==> src/rtl/core/hxd_pkg.sv <==
// Package for the hex text to bytes decoder.
// Item and result types, the per-item result bundle, result kinds and character codes.
// No dependencies.
`default_nettype none

package hxd_pkg;

   typedef enum logic [1:0] {
      KIND_DATA  = 2'd0,
      KIND_DONE  = 2'd1,
      KIND_ERROR = 2'd2
   } hxd_kind_type;

   typedef struct packed {
      logic [7:0] char_code;
      logic       char_present;
      logic       end_of_text;
   } hxd_req_type;

   typedef struct packed {
      hxd_kind_type kind;
      logic [7:0]   data_byte;
      logic         final_res;
   } hxd_rsp_type;

   localparam int unsigned MAX_RES = 3;

   // all results caused by one item; res[0] is the oldest
   typedef struct packed {
      logic [1:0]                 cnt;
      hxd_rsp_type [MAX_RES-1:0] res;
   } hxd_bundle_type;

   localparam logic [7:0] CH_0      = 8'h30;
   localparam logic [7:0] CH_9      = 8'h39;
   localparam logic [7:0] CH_LO_A   = 8'h61;
   localparam logic [7:0] CH_LO_F   = 8'h66;
   localparam logic [7:0] CH_UP_A   = 8'h41;
   localparam logic [7:0] CH_UP_F   = 8'h46;
   localparam logic [7:0] CH_COMMA  = 8'h2C;
   localparam logic [7:0] CH_DASH   = 8'h2D;
   localparam logic [7:0] CH_COLON  = 8'h3A;
   localparam logic [7:0] CH_LO_X   = 8'h78;
   localparam logic [7:0] CH_UP_X   = 8'h58;
   localparam logic [7:0] CH_TAB    = 8'h09;
   localparam logic [7:0] CH_CR     = 8'h0D;
   localparam logic [7:0] CH_SPACE  = 8'h20;
   localparam logic [7:0] CH_NEL    = 8'h85;
   localparam logic [7:0] CH_NBSP   = 8'hA0;
   localparam logic [3:0] HEX_TEN   = 4'd10;

endpackage

`default_nettype wire

==> src/rtl/core/hxd_front.sv <==
// Front end of the hex text decoder: classifies each character, keeps the nibble
// and lookahead state and builds the bundle of results for the item.
// Depends on hxd_pkg.
`default_nettype none

module hxd_front (
   input  wire logic                   clock,
   input  wire logic                   reset,
   input  wire logic                   accept,
   input  hxd_pkg::hxd_req_type        req_data,
   output logic                        bundle_push,
   output hxd_pkg::hxd_bundle_type     bundle_data
);
   import hxd_pkg::*;

   logic [3:0] high_nibble_ff, high_nibble_in;
   logic       have_high_ff, have_high_in;
   logic       zero_pending_ff, zero_pending_in;
   logic       discarding_ff, discarding_in;

   logic [7:0] c;
   logic       is_dec, is_lo, is_up, is_hex, is_skip, is_x;
   logic [3:0] val;
   logic [1:0] n;
   logic       stop;
   hxd_rsp_type [MAX_RES-1:0] res;

   assign c = req_data.char_code;

   always_comb begin
      is_dec  = (c >= CH_0) && (c <= CH_9);
      is_lo   = (c >= CH_LO_A) && (c <= CH_LO_F);
      is_up   = (c >= CH_UP_A) && (c <= CH_UP_F);
      is_hex  = is_dec || is_lo || is_up;
      is_skip = ((c >= CH_TAB) && (c <= CH_CR)) || (c == CH_SPACE) || (c == CH_NEL) ||
                (c == CH_NBSP) || (c == CH_COMMA) || (c == CH_DASH) || (c == CH_COLON);
      is_x    = (c == CH_LO_X) || (c == CH_UP_X);
      if (is_dec) begin
         val = 4'(c - CH_0);
      end else if (is_lo) begin
         val = 4'(c - CH_LO_A) + HEX_TEN;
      end else begin
         val = 4'(c - CH_UP_A) + HEX_TEN;
      end
   end

   always_comb begin
      high_nibble_in  = high_nibble_ff;
      have_high_in    = have_high_ff;
      zero_pending_in = zero_pending_ff;
      discarding_in   = discarding_ff;
      n               = '0;
      stop            = 1'b0;
      res             = '0;
      if (discarding_ff) begin
         if (req_data.end_of_text) begin
            discarding_in = 1'b0;
         end
      end else begin
         if (req_data.char_present) begin
            if (zero_pending_in && is_x) begin
               zero_pending_in = 1'b0;
            end else begin
               if (zero_pending_in) begin
                  zero_pending_in = 1'b0;
                  if (have_high_in) begin
                     res[n]       = '{kind: KIND_DATA, data_byte: {high_nibble_in, 4'h0},
                                      final_res: 1'b0};
                     n            = n + 2'd1;
                     have_high_in = 1'b0;
                     high_nibble_in = '0;
                  end else begin
                     high_nibble_in = '0;
                     have_high_in   = 1'b1;
                  end
               end
               if (is_skip) begin
                  zero_pending_in = zero_pending_in;
               end else if (c == CH_0) begin
                  zero_pending_in = 1'b1;
               end else if (!is_hex) begin
                  res[n]          = '{kind: KIND_ERROR, data_byte: 8'h00, final_res: 1'b1};
                  n               = n + 2'd1;
                  high_nibble_in  = '0;
                  have_high_in    = 1'b0;
                  zero_pending_in = 1'b0;
                  discarding_in   = !req_data.end_of_text;
                  stop            = 1'b1;
               end else if (have_high_in) begin
                  res[n]         = '{kind: KIND_DATA, data_byte: {high_nibble_in, val},
                                     final_res: 1'b0};
                  n              = n + 2'd1;
                  have_high_in   = 1'b0;
                  high_nibble_in = '0;
               end else begin
                  high_nibble_in = val;
                  have_high_in   = 1'b1;
               end
            end
         end
         if (req_data.end_of_text && !stop) begin
            if (zero_pending_in) begin
               zero_pending_in = 1'b0;
               if (have_high_in) begin
                  res[n]         = '{kind: KIND_DATA, data_byte: {high_nibble_in, 4'h0},
                                    final_res: 1'b0};
                  n              = n + 2'd1;
                  have_high_in   = 1'b0;
                  high_nibble_in = '0;
               end else begin
                  high_nibble_in = '0;
                  have_high_in   = 1'b1;
               end
            end
            if (have_high_in) begin
               res[n] = '{kind: KIND_DATA, data_byte: {4'h0, high_nibble_in}, final_res: 1'b0};
               n      = n + 2'd1;
            end
            res[n]          = '{kind: KIND_DONE, data_byte: 8'h00, final_res: 1'b1};
            n               = n + 2'd1;
            high_nibble_in  = '0;
            have_high_in    = 1'b0;
            zero_pending_in = 1'b0;
         end
      end
   end

   assign bundle_push     = accept && (n != 2'd0);
   assign bundle_data.cnt = n;
   assign bundle_data.res = res;

   always_ff @(posedge clock) begin
      if (reset) begin
         high_nibble_ff  <= '0;
         have_high_ff    <= 1'b0;
         zero_pending_ff <= 1'b0;
         discarding_ff   <= 1'b0;
      end else if (accept) begin
         high_nibble_ff  <= high_nibble_in;
         have_high_ff    <= have_high_in;
         zero_pending_ff <= zero_pending_in;
         discarding_ff   <= discarding_in;
      end
   end

endmodule

`default_nettype wire

==> src/rtl/core/hxd_queue.sv <==
// Small bundle queue between the decoder front end and the result sequencer.
// Depends on hxd_pkg.
`default_nettype none

module hxd_queue #(
   parameter int unsigned DEPTH = 4
) (
   input  wire logic                clock,
   input  wire logic                reset,
   input  wire logic                wr_en,
   input  hxd_pkg::hxd_bundle_type  wr_data,
   output logic                     full,
   input  wire logic                rd_en,
   output hxd_pkg::hxd_bundle_type  rd_data,
   output logic                     empty
);
   import hxd_pkg::*;

   localparam int unsigned PW = (DEPTH > 1) ? $clog2(DEPTH) : 1;
   localparam int unsigned CW = $clog2(DEPTH + 1);
   localparam logic [PW-1:0] LAST_PTR = PW'(DEPTH - 1);
   localparam logic [CW-1:0] FULL_CNT = CW'(DEPTH);

   hxd_bundle_type mem [DEPTH];
   logic [PW-1:0] wr_ptr_ff, rd_ptr_ff;
   logic [CW-1:0] count_ff;
   logic          do_wr, do_rd;

   assign full    = (count_ff == FULL_CNT);
   assign empty   = (count_ff == '0);
   assign do_wr   = wr_en && !full;
   assign do_rd   = rd_en && !empty;
   assign rd_data = mem[rd_ptr_ff];

   always_ff @(posedge clock) begin
      if (do_wr) begin
         mem[wr_ptr_ff] <= wr_data;
      end
   end

   always_ff @(posedge clock) begin
      if (reset) begin
         wr_ptr_ff <= '0;
         rd_ptr_ff <= '0;
         count_ff  <= '0;
      end else begin
         if (do_wr) begin
            wr_ptr_ff <= (wr_ptr_ff == LAST_PTR) ? '0 : wr_ptr_ff + PW'(1);
         end
         if (do_rd) begin
            rd_ptr_ff <= (rd_ptr_ff == LAST_PTR) ? '0 : rd_ptr_ff + PW'(1);
         end
         if (do_wr && !do_rd) begin
            count_ff <= count_ff + CW'(1);
         end else if (do_rd && !do_wr) begin
            count_ff <= count_ff - CW'(1);
         end
      end
   end

endmodule

`default_nettype wire

==> src/rtl/core/hxd_back.sv <==
// Result sequencer: takes bundles from the queue and hands out their results
// one per pop, oldest first. Depends on hxd_pkg.
`default_nettype none

module hxd_back (
   input  wire logic                clock,
   input  wire logic                reset,
   input  hxd_pkg::hxd_bundle_type  q_data,
   input  wire logic                q_empty,
   output logic                     q_pop,
   output logic                     rsp_empty,
   input  wire logic                rsp_pop,
   output hxd_pkg::hxd_rsp_type     rsp_data
);
   import hxd_pkg::*;

   hxd_bundle_type bundle_ff;
   logic [1:0]     idx_ff;
   logic           valid_ff;
   logic           taken, last, load;

   assign taken     = rsp_pop && valid_ff;
   assign last      = (idx_ff == (bundle_ff.cnt - 2'd1));
   assign load      = !valid_ff || (taken && last);
   assign q_pop     = load && !q_empty;
   assign rsp_empty = !valid_ff;
   assign rsp_data  = bundle_ff.res[idx_ff];

   always_ff @(posedge clock) begin
      if (q_pop) begin
         bundle_ff <= q_data;
      end
   end

   always_ff @(posedge clock) begin
      if (reset) begin
         valid_ff <= 1'b0;
         idx_ff   <= '0;
      end else if (load) begin
         valid_ff <= !q_empty;
         idx_ff   <= '0;
      end else if (taken) begin
         idx_ff   <= idx_ff + 2'd1;
      end
   end

endmodule

`default_nettype wire

==> src/rtl/core/hex_text_to_bytes_decoder.sv <==
// Top level of the hex text to bytes decoder.
// Depends on hxd_pkg, hxd_front, hxd_queue and hxd_back.
//
// Takes one character item per clock whenever req_full is low; req_full rises only
// when QUEUE_DEPTH item bundles (each one to three results) are waiting. Results leave
// one per clock on pop, so the result port is the limit for items that cause more
// than one result. A result reaches the rsp_ ports through the queue entry and then
// the sequencer's bundle register.
`default_nettype none

module hex_text_to_bytes_decoder #(
   parameter int unsigned QUEUE_DEPTH = 4
) (
   input  wire logic             clock,
   input  wire logic             reset,
   input  wire logic             req_push,
   output logic                  req_full,
   input  hxd_pkg::hxd_req_type  req_data,
   output logic                  rsp_empty,
   input  wire logic             rsp_pop,
   output hxd_pkg::hxd_rsp_type  rsp_data
);
   import hxd_pkg::*;

   hxd_bundle_type wr_bundle, rd_bundle;
   logic           accept, wr_en, q_full, q_empty, q_pop;

   assign req_full = q_full;
   assign accept   = req_push && !q_full;

   hxd_front u_front (
      .clock       (clock),
      .reset       (reset),
      .accept      (accept),
      .req_data    (req_data),
      .bundle_push (wr_en),
      .bundle_data (wr_bundle)
   );

   hxd_queue #(
      .DEPTH (QUEUE_DEPTH)
   ) u_queue (
      .clock   (clock),
      .reset   (reset),
      .wr_en   (wr_en),
      .wr_data (wr_bundle),
      .full    (q_full),
      .rd_en   (q_pop),
      .rd_data (rd_bundle),
      .empty   (q_empty)
   );

   hxd_back u_back (
      .clock     (clock),
      .reset     (reset),
      .q_data    (rd_bundle),
      .q_empty   (q_empty),
      .q_pop     (q_pop),
      .rsp_empty (rsp_empty),
      .rsp_pop   (rsp_pop),
      .rsp_data  (rsp_data)
   );

endmodule

`default_nettype wire

==> config.mk <==
export PLATFORM = sky130hd
export DESIGN_NAME = hex_text_to_bytes_decoder
export DESIGN_NICKNAME = d
export VERILOG_FILES = /design/src/rtl/core/hxd_pkg.sv /design/src/rtl/core/hxd_front.sv /design/src/rtl/core/hxd_queue.sv /design/src/rtl/core/hxd_back.sv /design/src/rtl/core/hex_text_to_bytes_decoder.sv
export SDC_FILE = /design/constraint.sdc
export NUM_CORES = 1
export LEC_CHECK = 0
export ABC_AREA = 1
export BUFFER_PORTS_ARGS = -buffer_cell sky130_fd_sc_hd__buf_4
export CAP_MARGIN = 20
export CELL_PAD_IN_SITES_DETAIL_PLACEMENT = 0
export CELL_PAD_IN_SITES_GLOBAL_PLACEMENT = 1
export CORE_MARGIN = 10
export CORE_UTILIZATION = 53
export DETAILED_ROUTE_END_ITERATION = 10
export HOLD_SLACK_MARGIN = 0.12
export MAX_ROUTING_LAYER = met4
export PLACE_DENSITY_LB_ADDON = 0.1
export SYNTH_ARGS = -nofsm -noshare
export SYNTH_HDL_FRONTEND = slang
export SYNTH_SLANG_ARGS = --single-unit
==> constraint.sdc <==
create_clock -name clock -period 7 [get_ports clock]
set_input_delay 0.35 -clock clock [delete_from_list [all_inputs] [get_ports clock]]
set_output_delay 0.35 -clock clock [all_outputs]
set_load 0.03 [all_outputs]
Word level (Yosys, flattened, before mapping)
Memory sizes are Yosys's and may differ from the RTL's. A register that Yosys moved wholly into a read port is not among the register bits.
Cells that the tools add are included.
Cells by class
  reductions and logical operators: 41
  shifts and indexed selects: 0
  add/sub/neg operators: 15
  magnitude comparators: 17
  div/mod/pow operators: 0
  multiply operators: 0
  eq/ne operators: 13
  mux-type cells: 114
  bitwise logic cells: 7
Operators with widths (count)
  2-to-1 mux 33 bit: 16
  bitwise mux 33 bit: 3
  2-to-1 mux 11 bit: 9
  demux 11 bit (select 2 bit): 4
  2-to-1 mux 4 bit: 17
  NOT 27 bit: 2
  2-to-1 mux 2 bit: 22
  equality test 8 x 6 -> 1 bit, second input constant: 5
  2-to-1 mux 1 bit: 39
  AND 27 bit: 1
  AND 9 x 27 -> 27 bit: 1
  binary-select mux 11 bit (select 2 bit): 1
  logical AND 1 bit: 19
  equality test 8 x 7 -> 1 bit, second input constant: 2
  equality test 8 bit, second input constant: 2
  greater-or-equal comparator 8 x 7 -> 1 bit, second input constant: 2
  less-or-equal comparator 8 x 7 -> 1 bit, second input constant: 2
  less-than comparator 2 x 3 -> 1 bit, second input constant: 5
  adder 2 x 1 -> 2 bit, second input constant: 7
  subtractor 4 x 1 -> 4 bit, second input constant: 3
  logical OR 1 bit: 10
  2-to-1 mux 9 bit: 1
  adder 4 bit, second input constant: 2
  greater-or-equal comparator 2 x 1 -> 1 bit, second input constant: 4
  other kinds (19): 28
Word-level totals
  memories kept: 1
  bits in read-only memories: 0
  input port bits: 14
  RAM bits: 140
  register bits after elaboration: 17
  word-level logic and storage cells: 217
  output and inout port bits: 13
  latch bits: 0
Memory list
  u_queue.mem: depth 4, bits a word 35, rd ports 1, clocked after Yosys merged registers in 1, write ports 1, line hxd_queue.sv:24  | hxd_bundle_type mem [DEPTH];

Logic depth before layout (Yosys ltp)
  depth in word-level cells: 33
  mapped depth: 33
  gate-level depth less buffers: 33

By module
A second synthesis with hierarchy kept.
Second synthesis, totals
  cells, all modules: 864
  area total of the unflattened synthesis: 9057.4 um2
Modules (own cells, without submodules)
  hxd_queue: area each 5679.2 um2, seq. area each 4384.2 um2, cells each 409, instances 1
  hxd_front: area each 1903.1 um2, seq. area each 140.1 um2, cells each 341, instances 1
  hxd_back: area each 1465.2 um2, seq. area each 1111.1 um2, cells each 112, instances 1
  hex_text_to_bytes_decoder: area each 10.0 um2, seq. area each 0.0 um2, cells each 2, instances 1

Least setup slack after synthesis
OpenSTA, ideal clock, no wires.
  kind: input to register
  start point: input req_data[2] in the netlist's numbering
  end point: memory u_queue.mem[3][0] in the netlist's numbering (enable)
  slack: 2151 ps
  stages: 19
  data arrival time: 4426 ps
  path buffers: 0
  required time: 6577 ps
  library setup time: 423 ps
  path through: inv_1 -> ha_1 -> and3_1 -> a21oi_4 -> inv_2 -> a21oi_1 -> nand3_2 -> ha_1 -> a21oi_2 -> ha_1 -> nor2_1 -> nor2_1 -> inv_2 -> ha_1 -> nand2_1 -> nand3_1 -> nand2_2 -> nand2_2 -> nor2_1
On the way
  longest elaborated chain between the ends: 29
  elaborated cells on any way between the ends: 77
  classes of those cells: 3 x add/sub; 8 x order compare; 9 x eq/ne; 38 x mux; 19 x reduce/logical
Ends and longest elaborated chain
  start, declared: line hex_text_to_bytes_decoder.sv:18  | input hxd_pkg::hxd_req_type req_data,
  greater-or-equal comparator 8 x 4 -> 1 bit / less-or-equal comparator 8 x 4 -> 1 bit (equally long branches): line hxd_front.sv:35  | is_skip = ((c >= CH_TAB) && (c <= CH_CR)) || (c == CH_SPACE) || (c == CH_NEL) ||
  logical AND 1 bit: line hxd_front.sv:35
  logical OR 1 bit (3 in a row): line hxd_front.sv:35
  logical OR 1 bit (3 in a row): line hxd_front.sv:36  | (c == CH_NBSP) || (c == CH_COMMA) || (c == CH_DASH) || (c == CH_COLON);
  2-to-1 mux 2 bit: line hxd_front.sv:77  | if (is_skip) begin
  2-to-1 mux 2 bit: line hxd_front.sv:61  | if (zero_pending_in && is_x) begin
  2-to-1 mux 2 bit: line hxd_front.sv:60  | if (req_data.char_present) begin
  2-to-1 mux 2 bit: line hxd_front.sv:55  | if (discarding_ff) begin
  (+9 left out)
  adder 2 x 1 -> 2 bit: line hxd_front.sv:120  | n = n + 2'd1;
  2-to-1 mux 2 bit *: line hxd_front.sv:101  | if (req_data.end_of_text && !stop) begin
  2-to-1 mux 2 bit *: line hxd_front.sv:55
  nonzero test 2 bit *: line hxd_front.sv:128  | assign bundle_push = accept && (n != 2'd0);
  logical AND 1 bit *: line hxd_front.sv:128
  logical AND 1 bit *: line hxd_queue.sv:31  | assign do_wr = wr_en && !full;
  2-to-1 mux 1 bit *: line hxd_queue.sv:36  | if (do_wr) begin
  2-to-1 mux 1 bit (not written as such) *: line hxd_queue.sv:37  | mem[wr_ptr_ff] <= wr_data;
  end, declared: line hxd_queue.sv:24
Mark *: on every way between the ends. The rest lies on a longest branch, timed or not. The select of a mux whose other input is x is not followed.

Worst setup path in the final report
  start point: register u_front.zero_pending_ff
  end point: register u_queue.count_ff[2]
On the way
  longest elaborated chain between the ends: 30
  elaborated cells on any way between the ends: 56
  classes of those cells: 4 x add/sub; 42 x mux; 10 x reduce/logical
Ends and longest elaborated chain
  start, declared: line hxd_front.sv:18  | logic zero_pending_ff, zero_pending_in;
  start signal, assigned: line hxd_front.sv:141  | zero_pending_ff <= zero_pending_in;
  2-to-1 mux 2 bit: line hxd_front.sv:64  | if (zero_pending_in) begin
  2-to-1 mux 2 bit: line hxd_front.sv:61
  2-to-1 mux 2 bit: line hxd_front.sv:60
  2-to-1 mux 2 bit: line hxd_front.sv:55
  adder 2 x 1 -> 2 bit: line hxd_front.sv:83, hxd_front.sv:92
  2-to-1 mux 2 bit: line hxd_front.sv:89  | end else if (have_high_in) begin
  2-to-1 mux 2 bit: line hxd_front.sv:81  | end else if (!is_hex) begin
  2-to-1 mux 2 bit: line hxd_front.sv:79  | end else if (c == CH_0) begin
  (+15 left out)
  2-to-1 mux 2 bit *: line hxd_front.sv:55
  nonzero test 2 bit *: line hxd_front.sv:128
  logical AND 1 bit *: line hxd_front.sv:128
  logical AND 1 bit *: line hxd_queue.sv:31
  via u_queue.do_wr: line hxd_queue.sv:27  | logic do_wr, do_rd;
  zero test 1 bit: line hxd_queue.sv:55  | end else if (do_rd && !do_wr) begin
  logical AND 1 bit: line hxd_queue.sv:55
  nonzero test 2 bit (no line)
  end signal, assigned: line hxd_queue.sv:54  | count_ff <= count_ff + CW'(1);
  end signal, assigned: line hxd_queue.sv:56  | count_ff <= count_ff - CW'(1);
  end, declared: line hxd_queue.sv:26  | logic [CW-1:0] count_ff;
Mark *: on every way through the listed nets, which the timed path passes. The rest lies on a longest branch. The select of a mux whose other input is x is not followed.
A chain may end at the register's enable or synchronous reset.

==> impl_metrics.json <==
{
  "status": "completed",
  "switching_power_mw": 1.136,
  "postLayoutCoreUtil_pct": 60.84,
  "first_iter_violations": 545,
  "async_flop_share_pct": 0,
  "switching_share_pct": 33.21,
  "avgSynthCellArea_um2": 10.18,
  "fillCellCount": 1327,
  "die-area_um2": 21810,
  "io_buffers": 26,
  "maxCapViolCount": 0,
  "setup_violations": 0,
  "clk_latency_ps": 440,
  "p_int_mw": 2.286,
  "placedCellCount": 1069,
  "grt_max_degree": 70,
  "syn_area_um2": 8641,
  "place_area_um2": 9072,
  "skew_ps": 19.41,
  "synth_seq_cells": 182,
  "startpoint_type": "flop",
  "drcViolationCount": 0,
  "hp-class": "in2reg",
  "ir_drop_uv": 208.4,
  "syn_nets": 885,
  "hold_violations": 0,
  "path_cells": "ha_1, inv_1, a21oi_1, nand3_2, ha_1, a21oi_2, ha_1, nor2_1, nor2_1, inv_2, ha_1, nand2_1, nand3_1, nand2_2, nand2_2, inv_1, ha_1, inv_1, fa_1, a21oi_1, o21ai_0, o21ai_0, a21oi_1",
  "finalInstanceArea_um2": 9699,
  "coreArea_um2": 15940,
  "synthCells": 849,
  "ant_nets": 0,
  "area_growth_pct": 12.25,
  "p_per_area_nw_per_um2": 352.8,
  "root_buffer": "clkbuf_16",
  "rows": 46,
  "initial_core_util_pct": 54.20,
  "grt_overflow": 0,
  "cts_resized": 0,
  "synth.distinct_cells": 46,
  "fin_nets": 909,
  "cts_tree": "done",
  "seqPwrFrac_pct": 43.7,
  "cp_slowest_cell": "dfxtp_1",
  "num_vias": 6273,
  "cpPeakStageDelay_ps": 510,
  "tns_ps": 0,
  "antenna_found_initial": 0,
  "worstMarginPinSlew_ps": 925.2,
  "vias_per_cell": 5.692,
  "yosysWarnings": 0,
  "maxSlewHeadroom_pct": 37.75,
  "fmax_mhz": 227.1,
  "grt_pass1_wl_um": 32910,
  "synthFlopType": "edfxtp_1",
  "fp.dieH_um": 147.7,
  "grt_setup_unrepaired": "no",
  "numCtsBuffers": 17,
  "dr.pass1.iters": 5,
  "drv_slew": 0,
  "rr_worst_depth": 23,
  "die_w_um": 147.7,
  "setup.worst_path.class": "reg2reg",
  "post-cts-setup-buffers": 0,
  "gp_congestion": 0.8947,
  "final_cells": 1102,
  "worst_path_most_repeated_cell": "ha_1",
  "comb_power_share_pct": 27.5,
  "cp-end-kind": "flop",
  "pwr-share-clk_pct": 28.8,
  "clk_path_buf_depth": 2,
  "hpwl_um": 14040,
  "yosysSeqAreaShare_pct": 61.28,
  "leakage_nw": 3.792,
  "cp.arrival_ps": 4730,
  "wl_per_cell_um": 19.01,
  "cp.required_ps": 7330,
  "grt_use_total_pct": 19.87,
  "grt_pass1_vias": 6072,
  "synth_edf_count": 165,
  "timing.final.crit_share_pct": 62.90,
  "ios": 27,
  "drive_gt1_share_pct": 14.00,
  "cts_sinks": 182,
  "postRouteWirelength_um": 20950,
  "path_clk_slew_ps": 70,
  "worstPathMaxFanout": 9,
  "period_minus_slack_ps": 4403,
  "antenna_cells": 0,
  "htree_levels": 4,
  "min_path_cells": 2
}
[cell type report]
type | instances | area (µm²) | area share [%]
Inverter | 81 | 309.0 | 3.186
Tap cell | 216 | 270.3 | 2.786
Multi-Input combinational cell | 555 | 2914 | 30.04
Clock inverter | 14 | 187.7 | 1.935
Timing Repair Buffer | 36 | 292.8 | 3.019
Clock buffer | 18 | 429.2 | 4.425
Sequential cell | 182 | 5296 | 54.61
[what timing repair did]
action	CTS	global route
setup endpoints to repair	0	0
hold buffers	1	0
hold endpoints to repair	1	0
[power by group through the flow]
stage	Combinational (mW)	Sequential [mW]	Clock [mW]
6_report	0.940	1.50	0.986
3_3_place_gp	0.898	1.52	0
5_1_grt	1.04	1.51	1.05
4_1_cts	0.948	1.50	0.996
2_1_floorplan	0.626	1.50	0
3_5_place_dp	0.945	1.52	0
[sequential cells by signal (all words and copies together), names as in the netlist, 2 cells and up]
signal and flops:
u_queue.mem 132, u_queue.rd_ptr_ff 2, u_queue.count_ff 3, u_queue.wr_ptr_ff 2, u_back.idx_ff 2, u_back.bundle_ff 33, u_front.high_nibble_ff 4
[cells by family (layout without fill, tap and decap cells)]
| logic type | count (synthesis) | count (layout) | synth area share (%) |
|---|---|---|---|
| compound gates | 194 | 194 | 12.35 |
| xor+xnor | 5 | 5 | 0.5068 |
| fa+ha+maj | 22 | 22 | 3.273 |
| buf+inv | 112 | 149 | 5.140 |
| flops | 182 | 182 | 61.28 |
| simple gates | 334 | 334 | 17.45 |
[cells in the mapped netlist (6+ instances only)]
cell type | instances | area share, %
edfxtp_1 | 165 | 57
nor2_1 | 149 | 6.5
o21ai_0 | 110 | 6.4
nand2_1 | 101 | 4.4
inv_1 | 65 | 2.8
nand3_1 | 36 | 2.1
o22ai_1 | 35 | 2.5
a21oi_1 | 33 | 1.9
clkbuf_1 | 26 | 1.1
ha_1 | 21 | 3.0
dfxtp_1 | 17 | 3.9
inv_2 | 12 | 0.52
nand2_2 | 11 | 0.80
nor3_1 | 6 | 0.35
[layer usage]
metal | vias to the layer above | global-route usage (%) | wire (µm)
li1 | 2996 | - | -
met1 | 3029 | 24.37 | 9119
met2 | 225 | 32.89 | 10360
met3 | 23 | 3.877 | 1212
met4 | 0 | 5.748 | 263
met5 | - | - | 0
[final timing paths]
| kind | start | to | slack, ps |
|---|---|---|---|
| setup / recovery | u_front.zero_pending_ff | u_queue.count_ff[2] | 2600 |
| hold / removal | reset | u_front.zero_pending_ff | 160 |
| setup reg to reg | u_front.zero_pending_ff | u_queue.count_ff[2] | 2600 |
| hold reg to reg | u_front.high_nibble_ff[1] | u_front.high_nibble_ff[1] | 510 |
[placed cells by master (no fill, tap or decap), types with 4 or more instances in the layout]
master and count:
a21oi_1 33, buf_4 34, clkbuf_16 17, dfxtp_1 16, edfxtp_1 165, ha_1 21, inv_1 65, inv_2 12
inv_6 6, nand2_1 101, nand2_2 11, nand3_1 36, nand3_2 5, nand4_1 4, nor2_1 144, nor2_2 10
nor2_4 4, nor3_1 6, o21ai_0 110, o21ai_1 5, o22ai_1 35, xor2_1 4
[worst max-delay path: cells and delay by family (launching register included)]
kind                     cells  cell delay, ps
adder cells (fa/ha/maj)      6            1670
AND/OR/NAND/NOR              7             860
flip-flops                   1             510
AO/OA/AOI/OAI                6             890
buffers and inverters        4             360
[stage by stage]
stage          setup WS [ps]  hold WS (ps)  total power [mW]
6_report                2597         157.6             3.422
5_1_grt                 2111         160.6             3.598
4_1_cts                 2568         153.0             3.441
3_5_place_dp            2163         500.7             2.466
3_3_place_gp            2285         476.4             2.413
2_1_floorplan           2151         437.0             2.128
Power figures use the tool's default switching activity.
